--- src/rtl/rrpq_pkg.sv ---
// Shared types and constants for the ranked request priority queue.
`timescale 1ns / 1ps
`default_nettype none
package rrpq_pkg;

    localparam int KEY_W = 39;

    // request type codes
    localparam logic [3:0] TYPE_CFG_RELOAD = 4'd0;
    localparam logic [3:0] TYPE_COMPILE    = 4'd1;
    localparam logic [3:0] TYPE_ADD_PARAM  = 4'd2;
    localparam logic [3:0] TYPE_REM_PARAM  = 4'd3;
    localparam logic [3:0] TYPE_CFG_CHECK  = 4'd4;
    localparam logic [3:0] TYPE_PROBER     = 4'd5;
    localparam logic [3:0] TYPE_EXTRACT    = 4'd6;
    localparam logic [3:0] TYPE_SEARCH     = 4'd7;
    localparam logic [3:0] TYPE_GET_DATA   = 4'd8;
    localparam logic [3:0] TYPE_RESET      = 4'd9;
    localparam logic [3:0] TYPE_CLEAR      = 4'd10;
    localparam logic [3:0] TYPE_OBSERVER   = 4'd11;

    // rank classes, larger is served first
    localparam logic [2:0] CLASS_HIGH     = 3'd4;
    localparam logic [2:0] CLASS_MID      = 3'd3;
    localparam logic [2:0] CLASS_COMPUTED = 3'd2;
    localparam logic [2:0] CLASS_LOW      = 3'd1;
    localparam logic [2:0] CLASS_LOWEST   = 3'd0;

    localparam logic KIND_ADD = 1'b0;
    localparam logic KIND_POP = 1'b1;

    typedef logic [KEY_W-1:0] t_key;

    typedef struct packed {
        logic [15:0] tag;
        logic [3:0]  rtype;
        t_key        key;
        logic        unrank;
    } t_entry;

endpackage
`default_nettype wire

--- src/rtl/ranked_request_priority_queue_top.sv ---
// Top level of the ranked request priority queue: sequencer, head pointer and counts.
//
// Usage: drive a request word on the i_ ports and raise start while busy is
// low; the word is taken at that edge. Every word gives one result word,
// shown for exactly one cycle with o_done high; the receiver must take it.
// kind 0 adds an entry, kind 1 pops the head. o_entry_count and o_fifo_mode
// are valid in the o_done cycle.
// Entries live in a circular buffer in one RAM with registered read data;
// an add walks the RAM one entry a cycle, first forward to find the insert
// point, then backward from the tail shifting entries up by one slot.
// A dropped add and an empty pop are answered from idle. An add that lands
// before held entry p makes p + 1 compares and n - p moves, n held entries;
// one that lands at the tail after a full scan makes n compares. In FIFO
// mode or on an empty queue an add goes straight to the tail write.
// busy stays high until the result is shown; the next word may start in the
// o_done cycle. Reset empties the queue and clears FIFO mode at once.
`timescale 1ns / 1ps
`default_nettype none
module ranked_request_priority_queue_top #(
    parameter int QUEUE_DEPTH = 16
) (
    input  wire logic        i_clk,
    input  wire logic        i_rst_n,
    input  wire logic        start,
    output logic             busy,
    input  wire logic        i_kind,
    input  wire logic [15:0] i_request_tag,
    input  wire logic [3:0]  i_request_type,
    input  wire logic        i_is_current_inquirer,
    input  wire logic        i_is_current_draw,
    input  wire logic [31:0] i_current_time,
    input  wire logic [31:0] i_first_time,
    input  wire logic [31:0] i_last_time,
    output logic             o_done,
    output logic             o_add_accepted,
    output logic             o_add_dropped,
    output logic             o_pop_valid,
    output logic [15:0]      o_popped_tag,
    output logic [3:0]       o_popped_type,
    output logic [4:0]       o_entry_count,
    output logic             o_fifo_mode
);
    import rrpq_pkg::*;

    localparam int AW = (QUEUE_DEPTH > 1) ? $clog2(QUEUE_DEPTH) : 1;
    localparam int CW = $clog2(QUEUE_DEPTH + 1);
    localparam logic [CW-1:0] FULL = CW'(QUEUE_DEPTH);

    typedef enum logic [2:0] {
        S_IDLE,
        S_RANK,
        S_SEARCH,
        S_SHIFT,
        S_WRITE,
        S_POP
    } t_state;

    t_state        r_state;
    logic [AW-1:0] r_head;
    logic [CW-1:0] r_count;
    logic [CW-1:0] r_ucount;
    logic [15:0]   r_tag;
    logic [3:0]    r_type;
    t_key          r_key;
    logic          r_unrank;
    logic [CW-1:0] r_idx;
    logic [CW-1:0] r_pos;
    logic [CW-1:0] r_src;
    logic [CW-1:0] r_widx;
    logic          r_rv;
    logic          r_wv;

    logic          r_done;
    logic          r_add_accepted;
    logic          r_add_dropped;
    logic          r_pop_valid;
    logic [15:0]   r_popped_tag;
    logic [3:0]    r_popped_type;

    logic          accept;
    logic          rank_go;
    logic          rank_valid;
    t_key          rank_key;
    logic          rank_unrank;
    logic [CW-1:0] ucount_new;

    logic          we;
    logic [AW-1:0] waddr;
    t_entry        wdata;
    logic [AW-1:0] raddr;
    t_entry        rdata;

    function automatic logic [AW-1:0] phys(input logic [AW-1:0] head,
                                           input logic [CW-1:0] lidx);
        logic [CW:0] sum;
        sum = (CW+1)'(head) + (CW+1)'(lidx);
        if (sum >= (CW+1)'(QUEUE_DEPTH)) begin
            sum = sum - (CW+1)'(QUEUE_DEPTH);
        end
        return sum[AW-1:0];
    endfunction

    assign accept     = start && !busy;
    assign rank_go    = accept && (i_kind == KIND_ADD) && (r_count != FULL);
    assign ucount_new = r_ucount + CW'(rank_unrank);

    rrpq_rank u_rank (
        .i_clk                 (i_clk),
        .i_rst_n               (i_rst_n),
        .i_go                  (rank_go),
        .i_request_type        (i_request_type),
        .i_is_current_inquirer (i_is_current_inquirer),
        .i_is_current_draw     (i_is_current_draw),
        .i_current_time        (i_current_time),
        .i_first_time          (i_first_time),
        .i_last_time           (i_last_time),
        .o_valid               (rank_valid),
        .o_key                 (rank_key),
        .o_unrank              (rank_unrank)
    );

    rrpq_ram #(
        .DEPTH (QUEUE_DEPTH),
        .AW    (AW)
    ) u_ram (
        .i_clk   (i_clk),
        .i_we    (we),
        .i_waddr (waddr),
        .i_wdata (wdata),
        .i_raddr (raddr),
        .o_rdata (rdata)
    );

    always_comb begin
        case (r_state)
            S_SEARCH: raddr = phys(r_head, CW'(r_idx + 1'b1));
            S_SHIFT:  raddr = phys(r_head, r_src);
            default:  raddr = r_head;
        endcase
    end

    always_comb begin
        we    = 1'b0;
        waddr = phys(r_head, r_widx);
        wdata = rdata;
        case (r_state)
            S_SHIFT: begin
                we = r_wv;
            end
            S_WRITE: begin
                we           = 1'b1;
                waddr        = phys(r_head, r_pos);
                wdata.tag    = r_tag;
                wdata.rtype  = r_type;
                wdata.key    = r_key;
                wdata.unrank = r_unrank;
            end
            default: we = 1'b0;
        endcase
    end

    always_ff @(posedge i_clk) begin
        if (!i_rst_n) begin
            r_state  <= S_IDLE;
            r_head   <= '0;
            r_count  <= '0;
            r_ucount <= '0;
            r_done   <= 1'b0;
            r_rv     <= 1'b0;
            r_wv     <= 1'b0;
        end else begin
            r_done <= 1'b0;
            case (r_state)
                S_IDLE: begin
                    if (accept) begin
                        r_tag          <= i_request_tag;
                        r_type         <= i_request_type;
                        r_add_accepted <= 1'b0;
                        r_add_dropped  <= 1'b0;
                        r_pop_valid    <= 1'b0;
                        r_popped_tag   <= '0;
                        r_popped_type  <= '0;
                        if (i_kind == KIND_ADD) begin
                            if (r_count == FULL) begin
                                r_add_dropped <= 1'b1;
                                r_done        <= 1'b1;
                            end else begin
                                r_state <= S_RANK;
                            end
                        end else if (r_count == '0) begin
                            r_done <= 1'b1;
                        end else begin
                            r_state <= S_POP;
                        end
                    end
                end
                S_RANK: begin
                    if (rank_valid) begin
                        r_key    <= rank_key;
                        r_unrank <= rank_unrank;
                        r_ucount <= ucount_new;
                        r_idx    <= '0;
                        if ((ucount_new != '0) || (r_count == '0)) begin
                            r_pos   <= r_count;
                            r_state <= S_WRITE;
                        end else begin
                            r_state <= S_SEARCH;
                        end
                    end
                end
                S_SEARCH: begin
                    if (rdata.key < r_key) begin
                        r_pos   <= r_idx;
                        r_src   <= CW'(r_count - 1'b1);
                        r_rv    <= 1'b1;
                        r_wv    <= 1'b0;
                        r_state <= S_SHIFT;
                    end else if (CW'(r_idx + 1'b1) == r_count) begin
                        r_pos   <= r_count;
                        r_state <= S_WRITE;
                    end else begin
                        r_idx <= CW'(r_idx + 1'b1);
                    end
                end
                S_SHIFT: begin
                    r_wv   <= r_rv;
                    r_widx <= CW'(r_src + 1'b1);
                    if (r_rv) begin
                        if (r_src == r_pos) begin
                            r_rv <= 1'b0;
                        end else begin
                            r_src <= CW'(r_src - 1'b1);
                        end
                    end
                    if (r_wv && !r_rv) begin
                        r_state <= S_WRITE;
                    end
                end
                S_WRITE: begin
                    r_count        <= CW'(r_count + 1'b1);
                    r_add_accepted <= 1'b1;
                    r_done         <= 1'b1;
                    r_state        <= S_IDLE;
                end
                S_POP: begin
                    r_pop_valid   <= 1'b1;
                    r_popped_tag  <= rdata.tag;
                    r_popped_type <= rdata.rtype;
                    if (rdata.unrank && (r_ucount != '0)) begin
                        r_ucount <= CW'(r_ucount - 1'b1);
                    end
                    r_head  <= (r_head == AW'(QUEUE_DEPTH - 1)) ? '0 : AW'(r_head + 1'b1);
                    r_count <= CW'(r_count - 1'b1);
                    r_done  <= 1'b1;
                    r_state <= S_IDLE;
                end
                default: r_state <= S_IDLE;
            endcase
        end
    end

    assign busy           = (r_state != S_IDLE);
    assign o_done         = r_done;
    assign o_add_accepted = r_add_accepted;
    assign o_add_dropped  = r_add_dropped;
    assign o_pop_valid    = r_pop_valid;
    assign o_popped_tag   = r_popped_tag;
    assign o_popped_type  = r_popped_type;
    assign o_entry_count  = 5'(r_count);
    assign o_fifo_mode    = (r_ucount != '0);

endmodule
`default_nettype wire

--- src/rtl/rrpq_ram.sv ---
// Entry store: one write port, one read port, registered read data.
`timescale 1ns / 1ps
`default_nettype none
module rrpq_ram #(
    parameter int DEPTH = 16,
    parameter int AW    = 4
) (
    input  wire logic              i_clk,
    input  wire logic              i_we,
    input  wire logic [AW-1:0]     i_waddr,
    input  rrpq_pkg::t_entry       i_wdata,
    input  wire logic [AW-1:0]     i_raddr,
    output rrpq_pkg::t_entry       o_rdata
);
    import rrpq_pkg::*;

    t_entry r_mem [DEPTH];
    t_entry r_rdata;

    always_ff @(posedge i_clk) begin
        if (i_we) begin
            r_mem[i_waddr] <= i_wdata;
        end
    end

    always_ff @(posedge i_clk) begin
        r_rdata <= r_mem[i_raddr];
    end

    assign o_rdata = r_rdata;

endmodule
`default_nettype wire

--- src/rtl/rrpq_rank.sv ---
// Two-stage rank key unit: time distances, then class and key assembly.
`timescale 1ns / 1ps
`default_nettype none
module rrpq_rank (
    input  wire logic        i_clk,
    input  wire logic        i_rst_n,
    input  wire logic        i_go,
    input  wire logic [3:0]  i_request_type,
    input  wire logic        i_is_current_inquirer,
    input  wire logic        i_is_current_draw,
    input  wire logic [31:0] i_current_time,
    input  wire logic [31:0] i_first_time,
    input  wire logic [31:0] i_last_time,
    output logic             o_valid,
    output rrpq_pkg::t_key   o_key,
    output logic             o_unrank
);
    import rrpq_pkg::*;

    logic        r_v1;
    logic [3:0]  r_type;
    logic [1:0]  r_tier;
    logic [31:0] r_da;
    logic [31:0] r_db;
    logic        r_inrange;

    logic        r_v2;
    t_key        r_key;
    logic        r_unrank;

    logic [31:0] d;
    logic [2:0]  cls;
    logic [2:0]  s;
    logic        is_data;
    logic        unrank;

    always_ff @(posedge i_clk) begin
        if (!i_rst_n) begin
            r_v1 <= 1'b0;
        end else begin
            r_v1 <= i_go;
        end
        if (i_go) begin
            r_type    <= i_request_type;
            r_tier    <= {i_is_current_inquirer, i_is_current_draw};
            r_da      <= (i_current_time >= i_first_time) ? i_current_time - i_first_time
                                                          : i_first_time - i_current_time;
            r_db      <= (i_current_time >= i_last_time) ? i_current_time - i_last_time
                                                         : i_last_time - i_current_time;
            r_inrange <= (i_first_time <= i_current_time) && (i_current_time <= i_last_time);
        end
    end

    always_comb begin
        d       = r_inrange ? 32'd0 : ((r_da < r_db) ? r_da : r_db);
        s       = 3'd0;
        is_data = 1'b0;
        unrank  = 1'b0;
        case (r_type)
            TYPE_CFG_RELOAD, TYPE_ADD_PARAM, TYPE_REM_PARAM: begin
                cls    = CLASS_LOWEST;
                unrank = 1'b1;
            end
            TYPE_PROBER, TYPE_CLEAR, TYPE_OBSERVER: cls = CLASS_HIGH;
            TYPE_COMPILE, TYPE_RESET:               cls = CLASS_MID;
            TYPE_CFG_CHECK, TYPE_EXTRACT:           cls = CLASS_LOW;
            TYPE_SEARCH: begin
                cls = CLASS_COMPUTED;
                s   = {1'b0, r_tier} + 3'd1;
            end
            TYPE_GET_DATA: begin
                cls     = CLASS_COMPUTED;
                s       = {1'b0, r_tier};
                is_data = 1'b1;
            end
            default: cls = CLASS_LOWEST;
        endcase
    end

    always_ff @(posedge i_clk) begin
        if (!i_rst_n) begin
            r_v2 <= 1'b0;
        end else begin
            r_v2 <= r_v1;
        end
        if (r_v1) begin
            r_unrank <= unrank;
            if (unrank) begin
                r_key <= '0;
            end else begin
                r_key <= {cls, s, is_data, (is_data ? ~d : 32'd0)};
            end
        end
    end

    assign o_valid  = r_v2;
    assign o_key    = r_key;
    assign o_unrank = r_unrank;

endmodule
`default_nettype wire
--- config.mk ---
export PLATFORM = sky130hd
export DESIGN_NAME = ranked_request_priority_queue_top
export DESIGN_NICKNAME = d
export VERILOG_FILES = /design/src/rtl/rrpq_pkg.sv /design/src/rtl/ranked_request_priority_queue_top.sv /design/src/rtl/rrpq_ram.sv /design/src/rtl/rrpq_rank.sv
export SDC_FILE = /design/constraint.sdc
export NUM_CORES = 2
export LEC_CHECK = 0
export BUFFER_PORTS_ARGS = -buffer_cell sky130_fd_sc_hd__buf_2
export CORE_ASPECT_RATIO = 0.7
export CORE_MARGIN = 2
export CORE_UTILIZATION = 57
export CTS_CLUSTER_DIAMETER = 200
export DETAILED_ROUTE_END_ITERATION = 8
export PLACE_DENSITY = 0.82
export SYNTH_ARGS = -nofsm -noshare
export SYNTH_HDL_FRONTEND = slang
export SYNTH_SLANG_ARGS = --single-unit
--- constraint.sdc ---
create_clock -name i_clk -period 9.95 [get_ports i_clk]
set_input_delay 1.99 -clock i_clk [delete_from_list [all_inputs] [get_ports i_clk]]
set_output_delay 1.99 -clock i_clk [all_outputs]
set_load 0.05 [all_outputs]
==> results.toml <==
[outcome]
status = "finished clean"

[route]
drt_wl_total_um = 136800
antenna_left = 0
wl_per_cell_um = 22.77
drtIter0Drc = 4894
via_per_inst = 6.261
vias = 37616
dr.pass1.iters = 8
route.detailed.drc = 0

[clock_network]
clk_latency_ps = 710
hold_buffers = 0
cts_resized = 0
cts.sinks = 1255
cts_tree = "done"
post_cts_buffers = 0
numCtsBuffers = 109
path_clk_slew_ps = 60
cts.htree.levels = 3
root_buffer = "clkbuf_16"
cts_buffer_depth = 3

[placement]
port_buffers = 152
gp_congestion = 0.9429
place_area_um2 = 59270
hpwl_um = 76800

[timing]
tns_ps = 0
finalSetupViolations = 0
max_freq_mhz = 181.3
hold_viol_final = 0
hold_ws_ps = 393.4
rsz0062_at_grt = "no"
slew_violations = 0
skew_ps = 34.44
min_period_ps = 5515
min_period_over_period = 0.5542
tightest_slew_ps = 1469
relSlewSlack = 0.02035

[global_routing]
overflow = 0
grt_pass1_wl_um = 208700
grt_use_total = 0.2591
grt_pass1_vias = 35884
antenna_found_initial = 2
grt_max_degree = 253

[floorplanning]
die_x_um = 383.5
io_pins = 153
rows = 97
start_util = 0.5746
coreArea_um2 = 100000
design.die.area_um2 = 103400
die_y_um = 269.7

[hold_path]
hp-class = "reg2reg"

[synthesis]
synthArstFlopShare = 0
ys_warn_count = 0
ys_types = 79
synth_top_flop_cell = "edfxtp_1"
yosysSeqAreaShare = 0.6415
syn-num-nets = 4903
synth_edf_count = 1173
syn_area_um2 = 57460
synth_cells = 4562
ys_seq_elements = 1255
avgSynthCellArea_um2 = 12.60

[worst_setup_path]
worst-endpoint-required_ps = 10550
cp_max_fo = 229
critPathCaptureType = "register"
crit_type = "reg2reg"
cp-start-kind = "register"
cp_data_arrival_time_ps = 6120

[layout]
fin_util = 0.6278
fin_area_um2 = 62780
drive_gt1_frac = 0.1057
final_nets = 4917
area_growth_pct = 9.252
n_antenna_cell = 0

[power]
p_leak_nw = 21.96
vdd_drop_max_mv = 0.2214
powerDensity_nw_per_um2 = 234.3
finalPower_mw = 14.71

[run]
drv_cap = 0
==> critical path: stages (launching register included) <==
cell and delay (ps):
dfxtp_1 510, inv_1 180, nor2_2 340, nand2_1 430
nor2_1 210, a21oi_1 60, ha_1 240, fa_1 390
xnor2_1 140, nor2_1 80, a21oi_4 190, buf_12 640
buf_4 990, a211oi_1 100, a311oi_1 370, a21oi_1 90
a21oi_1 240
==> layer usage <==
layer,vias up,GRT usage,share of wire
met5,-,0,0
met4,0,0.06378,0.021
met3,222,0.03879,0.092
met2,1923,0.4048,0.47
met1,18351,0.3837,0.42
li1,17120,-,-
==> worst paths after layout <==
path                                          end  cells past startpoint        startpoint  slack, ps
worst max register to register  u_ram.o_rdata[13]                     16        r_state[1]       4440
worst min register to register          r_key[21]                      0  u_rank.o_key[21]        390
worst min-delay path                    r_key[21]                      0  u_rank.o_key[21]        390
worst max-delay path            u_ram.o_rdata[13]                     16        r_state[1]       4440
==> area by class of cell <==
| class | instances | area, µm² |
|---|---|---|
| clock buffer | 145 | 3003 |
| clock inverter | 62 | 506.7 |
| fill | 7182 | 37230 |
| inverter | 219 | 822.0 |
| multi-input combinational | 2796 | 18760 |
| sequential | 1255 | 36870 |
| tap | 1336 | 1672 |
| timing repair buffer | 195 | 1146 |
==> placed cells by master, fill, tap and decap left out, types with 40 or more instances in the layout <==
master,count
ha_1,213
mux2_2,74
xnor2_1,56
nand2_1,591
and2_0,60
nor2_1,99
xor2_1,40
a31oi_1,141
edfxtp_1,1173
a311oi_1,124
a21oi_1,284
o21ai_0,111
o21a_1,51
clkbuf_16,109
and2_1,189
dfxtp_1,81
inv_1,218
mux2i_1,55
buf_2,152
a211oi_1,319
a21o_1,67
==> cell families (layout without fill, tap and decap cells) <==
| kind of cell | after synthesis | in the layout | synth area share |
|---|---|---|---|
| flops | 1255 | 1255 | 0.6415 |
| mux | 130 | 130 | 0.02426 |
| simple gates | 1148 | 1148 | 0.09380 |
| buf+inv | 511 | 621 | 0.03586 |
| compound gates | 1202 | 1202 | 0.1413 |
| xor+xnor | 97 | 97 | 0.01478 |
| fa+ha+maj | 219 | 219 | 0.04847 |
==> where the power goes <==
part / internal, mW / switching [mW] / total, mW
sequential: 6.87 / 0.185 / 7.06
combinational: 1.04 / 2.45 / 3.49
clock: 2.27 / 1.90 / 4.17
total: 10.2 / 4.53 / 14.7
==> synth_stat cells, types with 9 or more instances <==
cell,instances,share of area
edfxtp_1,1173,0.61
nand2_1,592,0.039
a211oi_1,319,0.042
a21oi_1,286,0.025
clkbuf_1,237,0.015
inv_1,218,0.014
ha_1,213,0.046
and2_1,189,0.021
a31oi_1,141,0.015
a311oi_1,124,0.019
nor2_1,119,0.0078
o21ai_0,111,0.0097
dfxtp_1,82,0.029
mux2_2,74,0.015
a21o_1,67,0.0088
and2_0,60,0.0065
mux2i_1,56,0.0098
xnor2_1,56,0.0085
o21a_1,51,0.0067
xor2_1,41,0.0062
nand4_1,33,0.0036
buf_2,32,0.0028
nor3_1,31,0.0027
nand3_1,28,0.0024
and3_1,24,0.0026
nor2b_1,16,0.0017
o21bai_1,14,0.0018
o211ai_1,13,0.0017
buf_6,10,0.0020
buf_1,9,0.00059
nand2b_1,9,0.00098
o21ai_1,9,0.00078
or3_1,9,0.00098
==> sequential cells by signal, indices dropped and copies added (netlist names), 2 cells and up <==
register and cells:
r_ucount 5, o_popped_type 4, u_ram.o_rdata 60, r_type 4, o_popped_tag 16, u_rank.r_db 32
r_state 3, r_pos 5, r_head 4, u_rank.r_type 4, r_key 39, u_rank.r_tier 2
o_entry_count 5, r_widx 4, u_rank.r_da 32, u_ram.r_mem 960, u_rank.o_key 39, r_idx 5
r_tag 16, r_src 5
==> stage by stage <==
step / instances / setup WS [ps]
global route: 6008 / 4003
floorplan: 4562 / 4194
CTS: 6008 / 4541
detailed placement: 5801 / 3985
global placement: 5801 / 4175
finish: 6008 / 4435
Note: power is estimated with default switching activity, not from simulation.
